`config.mk`:
```
export PLATFORM = sky130hd
export DESIGN_NAME = lcd_palette_register_block
export DESIGN_NICKNAME = d
export VERILOG_FILES = /design/src/hw/rtl/lcdpal_pkg.sv /design/src/hw/rtl/lcdpal_cram.sv /design/src/hw/rtl/lcd_palette_register_block.sv
export SDC_FILE = /design/constraint.sdc
export NUM_CORES = 2
export LEC_CHECK = 0
export ABC_AREA = 0
export BUFFER_PORTS_ARGS = -buffer_cell sky130_fd_sc_hd__buf_2
export CORE_MARGIN = 5
export CORE_UTILIZATION = 40
export DETAILED_ROUTE_END_ITERATION = 10
export SETUP_SLACK_MARGIN = 0.1
export SKIP_CTS_REPAIR_TIMING = 1
export SYNTH_ARGS = -nofsm -noshare
export SYNTH_HDL_FRONTEND = slang
export SYNTH_SLANG_ARGS = --single-unit
```
`constraint.sdc`:
```
create_clock -name clk_i -period 5.22 [get_ports clk_i]
set_input_delay 0.261 -clock clk_i [delete_from_list [all_inputs] [get_ports clk_i]]
set_output_delay 0.261 -clock clk_i [all_outputs]
set_load 0.005 [all_outputs]
```
`src/hw/rtl/lcdpal_pkg.sv`:
```
// lcdpal_pkg: shared constants, types and request codes for the LCD palette
// register block. Used by lcdpal_cram and lcd_palette_register_block.
// No dependencies.
`default_nettype none

package lcdpal_pkg;

  localparam int unsigned SCREEN_WIDTH    = 160;
  localparam int unsigned COLOR_RAM_WORDS = 32;
  localparam int unsigned CRAM_AW         = $clog2(COLOR_RAM_WORDS);

  // request kinds carried in s_axis_tuser
  typedef enum logic [1:0] {
    MODE_READ   = 2'd0,
    MODE_WRITE  = 2'd1,
    MODE_RENDER = 2'd2,
    MODE_STATUS = 2'd3
  } mode_e;

  // register map
  localparam logic [15:0] ADDR_CONTROL = 16'hFF40;
  localparam logic [15:0] ADDR_STATUS  = 16'hFF41;
  localparam logic [15:0] ADDR_SCY     = 16'hFF42;
  localparam logic [15:0] ADDR_SCX     = 16'hFF43;
  localparam logic [15:0] ADDR_LINE    = 16'hFF44;
  localparam logic [15:0] ADDR_LCMP    = 16'hFF45;
  localparam logic [15:0] ADDR_BGPAL   = 16'hFF47;
  localparam logic [15:0] ADDR_OBPAL0  = 16'hFF48;
  localparam logic [15:0] ADDR_OBPAL1  = 16'hFF49;
  localparam logic [15:0] ADDR_WY      = 16'hFF4A;
  localparam logic [15:0] ADDR_WX      = 16'hFF4B;
  localparam logic [15:0] ADDR_BGPTR   = 16'hFF68;
  localparam logic [15:0] ADDR_BGDATA  = 16'hFF69;
  localparam logic [15:0] ADDR_OBPTR   = 16'hFF6A;
  localparam logic [15:0] ADDR_OBDATA  = 16'hFF6B;

  localparam logic [7:0]  BYTE_ALL_ONES   = 8'hFF;
  localparam logic [7:0]  STATUS_WR_MASK  = 8'hFC;
  localparam logic [7:0]  PTR_AUTO_INC    = 8'h80;
  localparam logic [15:0] COLOR_WRITTEN   = 16'h8000;

  typedef logic [15:0] shade_tbl_t [4];
  localparam shade_tbl_t SHADES = '{16'hEBFC, 16'hBB11, 16'hA9A6, 16'h9061};

  typedef struct packed {
    logic               en;
    logic [CRAM_AW-1:0] addr;
  } cram_rd_t;

  typedef struct packed {
    logic               en;
    logic [CRAM_AW-1:0] addr;
    logic [15:0]        data;
  } cram_wr_t;

endpackage

`default_nettype wire

```
`src/hw/rtl/lcdpal_cram.sv`:
```
// lcdpal_cram: one 32 x 16 color palette RAM, registered read, one write port.
// Per-entry valid bits make the whole RAM read as zero after reset.
// Depends on lcdpal_pkg.
`default_nettype none

module lcdpal_cram (
  input  wire logic                 clk_i,
  input  wire logic                 rst_ni,
  input  wire lcdpal_pkg::cram_rd_t rd_i,
  input  wire lcdpal_pkg::cram_wr_t wr_i,
  output logic [15:0]               rdata_o
);

  logic [15:0] mem_q [lcdpal_pkg::COLOR_RAM_WORDS];
  logic [lcdpal_pkg::COLOR_RAM_WORDS-1:0] vld_q;
  logic [15:0] rdata_q;
  logic        rvld_q;

  always_ff @(posedge clk_i) begin
    if (wr_i.en) begin
      mem_q[wr_i.addr] <= wr_i.data;
    end
    if (rd_i.en) begin
      rdata_q <= mem_q[rd_i.addr];
    end
  end

  always_ff @(posedge clk_i or negedge rst_ni) begin
    if (!rst_ni) begin
      vld_q  <= '0;
      rvld_q <= 1'b0;
    end else begin
      if (wr_i.en) begin
        vld_q[wr_i.addr] <= 1'b1;
      end
      if (rd_i.en) begin
        rvld_q <= vld_q[rd_i.addr];
      end
    end
  end

  // never-written entries read as zero
  assign rdata_o = rvld_q ? rdata_q : '0;

endmodule

`default_nettype wire

```
`src/hw/rtl/lcd_palette_register_block.sv`:
```
// lcd_palette_register_block: LCD controller register file with color palette
// RAMs and pixel color lookup. Depends on lcdpal_pkg and lcdpal_cram.
//
//  channel  | dir | handshake              | contents
//  s_axis   | in  | tvalid/tready          | tuser mode, tdata request fields
//  m_axis   | out | tvalid/tready          | tuser flags, tdata read byte/pixel
//  cfg      | in  | cfg_valid_i/cfg_ready_o| color_mode
//
// Each request: accept + palette RAM read in ST_IDLE, then execute and
// write-back into the RAM and the output register. One request in flight.
// The next request is taken while a result waits if m_axis_tready is high.
// Reset clears FSM/LCD registers and, via valid bits, both palette RAMs at once.
// A stalled output holds the block in its accept state.
`default_nettype none

module lcd_palette_register_block (
  input  wire logic        clk_i,
  input  wire logic        rst_ni,
  input  wire logic        cfg_valid_i,
  output logic             cfg_ready_o,
  input  wire logic        cfg_data_i,      // color_mode
  input  wire logic        s_axis_tvalid,
  output logic             s_axis_tready,
  input  wire logic [1:0]  s_axis_tuser,    // [1:0] mode
  // [15:0] bus_address, [23:16] write_data, [25:24] new_status_mode,
  // [33:26] pixel_x, [35:34] color_num, [36] obj_sel, [39:37] palette_number
  input  wire logic [39:0] s_axis_tdata,
  output logic             m_axis_tvalid,
  input  wire logic        m_axis_tready,
  output logic [1:0]       m_axis_tuser,    // [0] pixel_valid, [1] palette_error
  // [7:0] read_data, [23:8] pixel_color, [38:24] pixel_address, [39] zero
  output logic [39:0]      m_axis_tdata
);

  localparam int unsigned AW = lcdpal_pkg::CRAM_AW;

  typedef enum logic [1:0] {
    ST_IDLE = 2'b01,
    ST_EXEC = 2'b10
  } state_e;

  state_e state_q, state_d;

  logic color_mode_q;
  logic [7:0] control_q, status_q, scy_q, scx_q, line_q, lcmp_q, wy_q, wx_q;
  logic [7:0] bgpal_q, obpal0_q, obpal1_q, bgptr_q, obptr_q;

  // captured request
  lcdpal_pkg::mode_e mode_q;
  logic [15:0] addr_q;
  logic [7:0]  wd_q;
  logic [1:0]  nsm_q;
  logic [7:0]  px_q;
  logic [1:0]  ci_q;
  logic        spr_q;
  logic [2:0]  pn_q;

  logic        out_valid_q;
  logic [39:0] out_data_q, out_data_d;
  logic [1:0]  out_user_q, out_user_d;

  logic s_acc;
  logic exec;

  assign cfg_ready_o   = 1'b1;
  assign s_axis_tready = (state_q == ST_IDLE) && (!out_valid_q || m_axis_tready);
  assign s_acc         = s_axis_tvalid && s_axis_tready;
  assign exec          = (state_q == ST_EXEC);

  assign m_axis_tvalid = out_valid_q;
  assign m_axis_tdata  = out_data_q;
  assign m_axis_tuser  = out_user_q;

  // palette RAM read on accept
  lcdpal_pkg::cram_rd_t bg_rd, ob_rd;
  lcdpal_pkg::cram_wr_t bg_wr, ob_wr;
  logic [15:0] bg_rdata, ob_rdata;
  logic        in_render;
  logic [AW-1:0] render_idx;

  assign in_render  = (s_axis_tuser == lcdpal_pkg::MODE_RENDER);
  assign render_idx = AW'({s_axis_tdata[39:37], s_axis_tdata[35:34]});

  always_comb begin
    bg_rd.en   = s_acc;
    ob_rd.en   = s_acc;
    bg_rd.addr = in_render ? render_idx : bgptr_q[AW:1];
    ob_rd.addr = in_render ? render_idx : obptr_q[AW:1];
  end

  lcdpal_cram u_bg_cram (
    .clk_i   (clk_i),
    .rst_ni  (rst_ni),
    .rd_i    (bg_rd),
    .wr_i    (bg_wr),
    .rdata_o (bg_rdata)
  );

  lcdpal_cram u_ob_cram (
    .clk_i   (clk_i),
    .rst_ni  (rst_ni),
    .rd_i    (ob_rd),
    .wr_i    (ob_wr),
    .rdata_o (ob_rdata)
  );

  // execute stage
  logic [7:0]  rd_byte;
  logic [15:0] color;
  logic        pix_valid, pal_err;
  logic [15:0] paddr_full;
  logic [7:0]  mono_pal;
  logic [1:0]  shade;
  logic        wr_ctl, wr_stat, wr_scy, wr_scx, wr_line, wr_lcmp, wr_wy, wr_wx;
  logic        wr_bgpal, wr_obpal0, wr_obpal1, wr_bgptr, wr_obptr, wr_bgdat, wr_obdat;

  function automatic logic [15:0] merge_byte(logic [15:0] old, logic [7:0] ptr,
                                             logic [7:0] wd);
    logic [15:0] w;
    if (ptr[0]) begin
      w = {wd, old[7:0]} | lcdpal_pkg::COLOR_WRITTEN;
    end else begin
      w = {old[15:8], wd};
    end
    return w;
  endfunction

  function automatic logic [7:0] next_ptr(logic [7:0] ptr);
    logic [5:0] idx;
    idx = ptr[5:0] + 6'd1;
    return ptr[7] ? (lcdpal_pkg::PTR_AUTO_INC | {2'b00, idx}) : ptr;
  endfunction

  assign paddr_full = 16'(line_q) * 16'(lcdpal_pkg::SCREEN_WIDTH) + 16'(px_q);

  always_comb begin
    rd_byte   = '0;
    color     = '0;
    pix_valid = 1'b0;
    pal_err   = 1'b0;
    mono_pal  = bgpal_q;
    shade     = '0;
    wr_ctl = 1'b0; wr_stat = 1'b0; wr_scy = 1'b0; wr_scx = 1'b0;
    wr_line = 1'b0; wr_lcmp = 1'b0; wr_wy = 1'b0; wr_wx = 1'b0;
    wr_bgpal = 1'b0; wr_obpal0 = 1'b0; wr_obpal1 = 1'b0;
    wr_bgptr = 1'b0; wr_obptr = 1'b0; wr_bgdat = 1'b0; wr_obdat = 1'b0;

    unique case (mode_q)
      lcdpal_pkg::MODE_READ: begin
        unique case (addr_q)
          lcdpal_pkg::ADDR_CONTROL: rd_byte = control_q;
          lcdpal_pkg::ADDR_STATUS:  rd_byte = status_q;
          lcdpal_pkg::ADDR_SCY:     rd_byte = scy_q;
          lcdpal_pkg::ADDR_SCX:     rd_byte = scx_q;
          lcdpal_pkg::ADDR_LINE:    rd_byte = line_q;
          lcdpal_pkg::ADDR_LCMP:    rd_byte = lcmp_q;
          lcdpal_pkg::ADDR_WY:      rd_byte = wy_q;
          lcdpal_pkg::ADDR_WX:      rd_byte = wx_q;
          lcdpal_pkg::ADDR_BGPAL:   rd_byte = bgpal_q;
          lcdpal_pkg::ADDR_OBPAL0:  rd_byte = obpal0_q;
          lcdpal_pkg::ADDR_OBPAL1:  rd_byte = obpal1_q;
          lcdpal_pkg::ADDR_BGPTR:
            rd_byte = color_mode_q ? bgptr_q : lcdpal_pkg::BYTE_ALL_ONES;
          lcdpal_pkg::ADDR_OBPTR:
            rd_byte = color_mode_q ? obptr_q : lcdpal_pkg::BYTE_ALL_ONES;
          lcdpal_pkg::ADDR_BGDATA:
            rd_byte = !color_mode_q ? lcdpal_pkg::BYTE_ALL_ONES :
                      (bgptr_q[0] ? bg_rdata[15:8] : bg_rdata[7:0]);
          lcdpal_pkg::ADDR_OBDATA:
            rd_byte = !color_mode_q ? lcdpal_pkg::BYTE_ALL_ONES :
                      (obptr_q[0] ? ob_rdata[15:8] : ob_rdata[7:0]);
          default: rd_byte = lcdpal_pkg::BYTE_ALL_ONES;
        endcase
      end
      lcdpal_pkg::MODE_WRITE: begin
        unique case (addr_q)
          lcdpal_pkg::ADDR_CONTROL: wr_ctl    = 1'b1;
          lcdpal_pkg::ADDR_STATUS:  wr_stat   = 1'b1;
          lcdpal_pkg::ADDR_SCY:     wr_scy    = 1'b1;
          lcdpal_pkg::ADDR_SCX:     wr_scx    = 1'b1;
          lcdpal_pkg::ADDR_LINE:    wr_line   = 1'b1;
          lcdpal_pkg::ADDR_LCMP:    wr_lcmp   = 1'b1;
          lcdpal_pkg::ADDR_WY:      wr_wy     = 1'b1;
          lcdpal_pkg::ADDR_WX:      wr_wx     = 1'b1;
          lcdpal_pkg::ADDR_BGPAL:   wr_bgpal  = 1'b1;
          lcdpal_pkg::ADDR_OBPAL0:  wr_obpal0 = 1'b1;
          lcdpal_pkg::ADDR_OBPAL1:  wr_obpal1 = 1'b1;
          lcdpal_pkg::ADDR_BGPTR:   wr_bgptr  = color_mode_q;
          lcdpal_pkg::ADDR_OBPTR:   wr_obptr  = color_mode_q;
          lcdpal_pkg::ADDR_BGDATA:  wr_bgdat  = color_mode_q;
          lcdpal_pkg::ADDR_OBDATA:  wr_obdat  = color_mode_q;
          default: ;
        endcase
      end
      lcdpal_pkg::MODE_RENDER: begin
        if (color_mode_q) begin
          color     = spr_q ? ob_rdata : bg_rdata;
          pix_valid = 1'b1;
        end else begin
          // background has one mono palette, objects two
          if (spr_q) begin
            pal_err  = (pn_q > 3'd1);
            mono_pal = pn_q[0] ? obpal1_q : obpal0_q;
          end else begin
            pal_err  = (pn_q != 3'd0);
            mono_pal = bgpal_q;
          end
          pix_valid = !pal_err;
        end
        shade = 2'(mono_pal >> {ci_q, 1'b0});
        if (!color_mode_q && pix_valid) begin
          color = lcdpal_pkg::SHADES[shade];
        end
      end
      lcdpal_pkg::MODE_STATUS: ;
      default: ;
    endcase

    out_data_d = {1'b0, (pix_valid ? paddr_full[14:0] : 15'd0), color, rd_byte};
    out_user_d = {pal_err, pix_valid};
  end

  always_comb begin
    bg_wr.en   = exec && wr_bgdat;
    bg_wr.addr = bgptr_q[AW:1];
    bg_wr.data = merge_byte(bg_rdata, bgptr_q, wd_q);
    ob_wr.en   = exec && wr_obdat;
    ob_wr.addr = obptr_q[AW:1];
    ob_wr.data = merge_byte(ob_rdata, obptr_q, wd_q);
  end

  always_comb begin
    state_d = state_q;
    unique case (state_q)
      ST_IDLE: if (s_acc) state_d = ST_EXEC;
      ST_EXEC: state_d = ST_IDLE;
      default: state_d = ST_IDLE;
    endcase
  end

  always_ff @(posedge clk_i) begin
    if (s_acc) begin
      mode_q <= lcdpal_pkg::mode_e'(s_axis_tuser);
      addr_q <= s_axis_tdata[15:0];
      wd_q   <= s_axis_tdata[23:16];
      nsm_q  <= s_axis_tdata[25:24];
      px_q   <= s_axis_tdata[33:26];
      ci_q   <= s_axis_tdata[35:34];
      spr_q  <= s_axis_tdata[36];
      pn_q   <= s_axis_tdata[39:37];
    end
    if (exec) begin
      out_data_q <= out_data_d;
      out_user_q <= out_user_d;
    end
  end

  always_ff @(posedge clk_i or negedge rst_ni) begin
    if (!rst_ni) begin
      state_q      <= ST_IDLE;
      out_valid_q  <= 1'b0;
      color_mode_q <= 1'b0;
      control_q    <= '0;
      status_q     <= '0;
      scy_q        <= '0;
      scx_q        <= '0;
      line_q       <= '0;
      lcmp_q       <= '0;
      wy_q         <= '0;
      wx_q         <= '0;
      bgpal_q      <= '0;
      obpal0_q     <= '0;
      obpal1_q     <= '0;
      bgptr_q      <= '0;
      obptr_q      <= '0;
    end else begin
      state_q <= state_d;
      if (exec) begin
        out_valid_q <= 1'b1;
      end else if (m_axis_tready) begin
        out_valid_q <= 1'b0;
      end
      if (cfg_valid_i) begin
        color_mode_q <= cfg_data_i;
      end
      if (exec) begin
        if (wr_ctl)    control_q <= wd_q;
        if (wr_scy)    scy_q     <= wd_q;
        if (wr_scx)    scx_q     <= wd_q;
        if (wr_line)   line_q    <= wd_q;
        if (wr_lcmp)   lcmp_q    <= wd_q;
        if (wr_wy)     wy_q      <= wd_q;
        if (wr_wx)     wx_q      <= wd_q;
        if (wr_bgpal)  bgpal_q   <= wd_q;
        if (wr_obpal0) obpal0_q  <= wd_q;
        if (wr_obpal1) obpal1_q  <= wd_q;
        if (wr_bgptr)  bgptr_q   <= wd_q;
        if (wr_obptr)  obptr_q   <= wd_q;
        if (wr_bgdat)  bgptr_q   <= next_ptr(bgptr_q);
        if (wr_obdat)  obptr_q   <= next_ptr(obptr_q);
        // low status bits belong to the pixel engine
        if (wr_stat) begin
          status_q <= (status_q & ~lcdpal_pkg::STATUS_WR_MASK) |
                      (wd_q & lcdpal_pkg::STATUS_WR_MASK);
        end
        if (mode_q == lcdpal_pkg::MODE_STATUS) begin
          status_q <= {status_q[7:2], nsm_q};
        end
      end
    end
  end

  a_accept_to_exec: assert property (@(posedge clk_i) disable iff (!rst_ni)
    s_acc |=> (state_q == ST_EXEC))
    else $error("accepted request did not enter execute");

  a_exec_fills_out: assert property (@(posedge clk_i) disable iff (!rst_ni)
    exec |=> out_valid_q)
    else $error("executed request produced no result");

  a_flags_exclusive: assert property (@(posedge clk_i) disable iff (!rst_ni)
    out_valid_q |-> !(out_user_q[0] && out_user_q[1]))
    else $error("pixel_valid and palette_error both set");

  a_no_accept_in_exec: assert property (@(posedge clk_i) disable iff (!rst_ni)
    exec |-> !s_axis_tready)
    else $error("request accepted while another executes");

endmodule

`default_nettype wire

```
==> impl_metrics.py <==
metrics = {
    "outcome": {
        "status": "finished clean",
    },
    "yosys": {
        "postSynth.asyncResetShare_pct": 13.3,
        "synth_edf_count": 1139,
        "synth_ff_type": "sky130_fd_sc_hd__edfxtp_1",
        "area_fraction_of_the_dominant_cell_type_after_synthesis_pct": 64.5,
        "syn_area_per_cell_um2": 17.5,
        "synth_largest_area_cell": "sky130_fd_sc_hd__edfxtp_1",
        "mappedNetlistNets": 3108,
        "synth.lib_cells_used.distinct": 79,
        "netlist_top_cells_count": "1139 x sky130_fd_sc_hd__edfxtp_1, 247 x sky130_fd_sc_hd__mux4_2, 231 x sky130_fd_sc_hd__nand2_1",
        "netlist_area_mm2": 0.0530,
        "post_synth_main_area_contributors": "sky130_fd_sc_hd__edfxtp_1 65%, sky130_fd_sc_hd__mux4_2 10%, sky130_fd_sc_hd__dfrtp_1 8.2%",
        "post_synthesis_sequential_area_ratio_pct": 72.7,
        "ys_seq_elements": 1313,
        "yosysMostFrequentCell": "sky130_fd_sc_hd__edfxtp_1",
        "postSynthCellCount": 3037,
        "synth-warning-count": 0,
    },
    "routing": {
        "route.detailed.drc": 0,
        "vias_per_cell": 5.70,
        "wl_per_cell_um": 26.7,
        "detail_route.wirelength_mm": 137,
        "drt_pass1_iterations": 5,
        "drtAntennaViolNets": 0,
        "dr.first_iter.drc_count": 3031,
        "vias": 29231,
    },
    "final_layout": {
        "final-instance-count-excl-fill": 5130,
        "layout.nets": 3336,
        "final.fill_count": 11142,
        "areaGrowthSynthToFinish_pct": 15.0,
        "layout-drive-gt1-share_pct": 22.5,
    },
    "power_and_ir_drop": {
        "power.static_leakage_uw": 0.0203,
        "ir_worst_vdd_mv": 0.320,
        "power_density_mw_per_mm2": 374,
    },
    "global_routing": {
        "grt_max_degree": 93,
        "grt_remaining_overflow": 0,
        "initial_antenna_violation_count": 5,
        "globalRouteTotalUtil_pct": 19.3,
        "number_of_global_route_vias_before_repair": 28436,
        "first_pass_grt_wire_length_mm": 200,
    },
    "floorplan": {
        "fp.dieH_um": 374,
        "start_util_pct": 40.3,
        "floorplan.io_pins": 93,
        "die-width_um": 374,
        "die_footprint_mm2": 0.140,
        "core.rowCount": 133,
        "floorplan.core_area_mm2": 0.132,
    },
    "sta": {
        "period_share_pct": 71.1,
        "timing.final.max_slew_violations": 0,
        "finalSetupViolations": 0,
        "grt_setup_unrepaired": "false",
        "worstMarginPinSlew_ns": 1.26,
        "min_period_ns": 3.71,
        "final_hold_viol_count": 0,
        "worst_slew_margin_rel_pct": 15.9,
        "timing.fmax_mhz": 269,
        "finClkSkew_ns": 0.0361,
        "setup_tns_final_ns": 0,
        "timing.hold.ws_ns": 0.0635,
    },
    "clocking": {
        "clkLatencyLatePin_ns": 0.78,
        "max-clock-path-buffers": 3,
        "clk_root_buffer_cell": "sky130_fd_sc_hd__clkbuf_16",
        "clkSinkCount": 1313,
        "clk_pin_slew_worst_paths_ns": 0.06,
        "cts_htree_levels": 4,
        "cts_made_buffers": 136,
        "tritoncts": "built",
    },
    "placement": {
        "post-dp-hpwl_mm": 84.5,
        "gp_routability_congestion": 0.846,
        "placed_cells_incl_taps": 4835,
        "portBuffers": 90,
    },
    "worst_setup_path": {
        "path_class": "reg -> reg",
        "crit_arrival_ns": 4.09,
        "kind_of_start_point_of_the_critical_path": "register",
        "endpoint_required_time_on_the_critical_path_ns": 5.59,
        "timing.critical_path.to_type": "register",
        "cp_max_fo": 16,
    },
    "min_path": {
        "min-delay-path-class": "in -> async",
    },
    "job": {
        "cap_viol_max_count": 0,
    },
}
-- cell type report --
type | instances | area, um2 | share of cell area [%]
timing repair buffer | 273 | 2010 | 3.30
antenna | 2 | 5.00 | 0.00821
clock buffer | 170 | 3550 | 5.82
tap | 1755 | 2200 | 3.60
multi-input combinational | 1500 | 13700 | 22.5
sequential | 1313 | 38600 | 63.2
clock inverter | 76 | 786 | 1.29
inverter | 41 | 155 | 0.254
-- worst max-delay path, stage by stage (launching register included) --
cell	delay, ns
sky130_fd_sc_hd__edfxtp_1	0.50
sky130_fd_sc_hd__nand3b_1	0.35
sky130_fd_sc_hd__nor3_2	0.40
sky130_fd_sc_hd__nand3_1	0.21
sky130_fd_sc_hd__nor3_2	0.43
sky130_fd_sc_hd__nand3_1	0.48
sky130_fd_sc_hd__nor2_2	0.93
-- where the power goes --
part | internal [uW] | switching [uW] | total (uW)
Sequential | 11800 | 170 | 12000
Combinational | 393 | 1020 | 1420
Clock | 5250 | 4130 | 9380
-- state kept, by name, summed over array words and instances, names as in the netlist, 16 cells and up --
name / cells
u_bg_cram.mem_q: 512
u_ob_cram.mem_q: 512
m_axis_tdata: 39
u_bg_cram.vld_q: 32
u_ob_cram.vld_q: 32
addr_q: 16
u_bg_cram.rdata_q: 16
u_ob_cram.rdata_q: 16
-- worst paths after layout --
path | startpoint | to | slack, ns | cells past startpoint
setup / recovery | addr_q[2] | u_ob_cram.mem_q[27][1] | 1.51 | 6
hold / removal | rst_ni | color_mode_q | 0.06 | 2
setup reg to reg | addr_q[2] | u_ob_cram.mem_q[27][1] | 1.51 | 6
hold reg to reg | u_ob_cram.vld_q[27] | u_ob_cram.vld_q[27] | 0.46 | 2
max in group asynchronous | rst_ni | obptr_q[0] | 3.89 | 3
min in group clk_i | s_axis_tdata[23] | wd_q[7] | 0.21 | 2
-- through the flow --
| stage | util [%] | total power [uW] | cell area [um2] | setup WS [ns] |
|---|---|---|---|---|
| 3_3_place_gp | 42.7 | 13600 | 56200 | 1.67 |
| 4_1_cts | 46.0 | 22900 | 60500 | 1.51 |
| 5_1_grt | 46.3 | 23500 | 61000 | 1.32 |
| 2_1_floorplan | - | 12900 | 53000 | 1.47 |
| 6_report | 46.3 | 22800 | 61000 | 1.51 |
| 3_5_place_dp | 42.7 | 13600 | 56200 | 1.51 |
-- placed cells by master (no fill, tap or decap), types with 32 or more instances in the layout --
| cell type | Yosys | layout |
|---|---|---|
| sky130_fd_sc_hd__edfxtp_1 | 1139 | 1139 |
| sky130_fd_sc_hd__mux4_2 | 247 | 247 |
| sky130_fd_sc_hd__nand2_1 | 231 | 231 |
| sky130_fd_sc_hd__dfrtp_1 | 173 | 171 |
| sky130_fd_sc_hd__o21ai_0 | 168 | 138 |
| sky130_fd_sc_hd__clkbuf_16 | 0 | 136 |
| sky130_fd_sc_hd__mux2i_1 | 135 | 135 |
| sky130_fd_sc_hd__a22oi_1 | 134 | 134 |
| sky130_fd_sc_hd__buf_4 | 14 | 131 |
| sky130_fd_sc_hd__nor2_1 | 121 | 102 |
| sky130_fd_sc_hd__buf_2 | 66 | 89 |
| sky130_fd_sc_hd__nand3_1 | 54 | 54 |
| sky130_fd_sc_hd__o21bai_1 | 54 | 54 |
| sky130_fd_sc_hd__a21oi_1 | 49 | 48 |
| sky130_fd_sc_hd__dlygate4sd3_1 | 0 | 47 |
| sky130_fd_sc_hd__inv_1 | 41 | 40 |
| sky130_fd_sc_hd__nand4_1 | 39 | 39 |
| sky130_fd_sc_hd__clkbuf_1 | 89 | 32 |
-- per-layer routing --
layer  vias up  GRT usage (%)  routed length [um]
li1      12593              -                   -
met1     15254           27.9               59200
met2      1153           29.1               62400
met3       229           5.05               11700
met4         2           5.62                3810
met5         -              0                  13
-- kinds of logic (layout without fill, tap and decap cells) --
group	count (synthesis)	in the layout	share of synthesized area [%]
xor+xnor	10	10	0.165
simple gates	557	557	4.99
buf+inv	224	560	1.86
fa+ha+maj	23	23	0.571
flops	1313	1313	72.7
other cells	2	4	0.0142
mux	394	394	13.3
compound gates	514	514	6.34
Note: power is estimated with default switching activity, not from simulation.
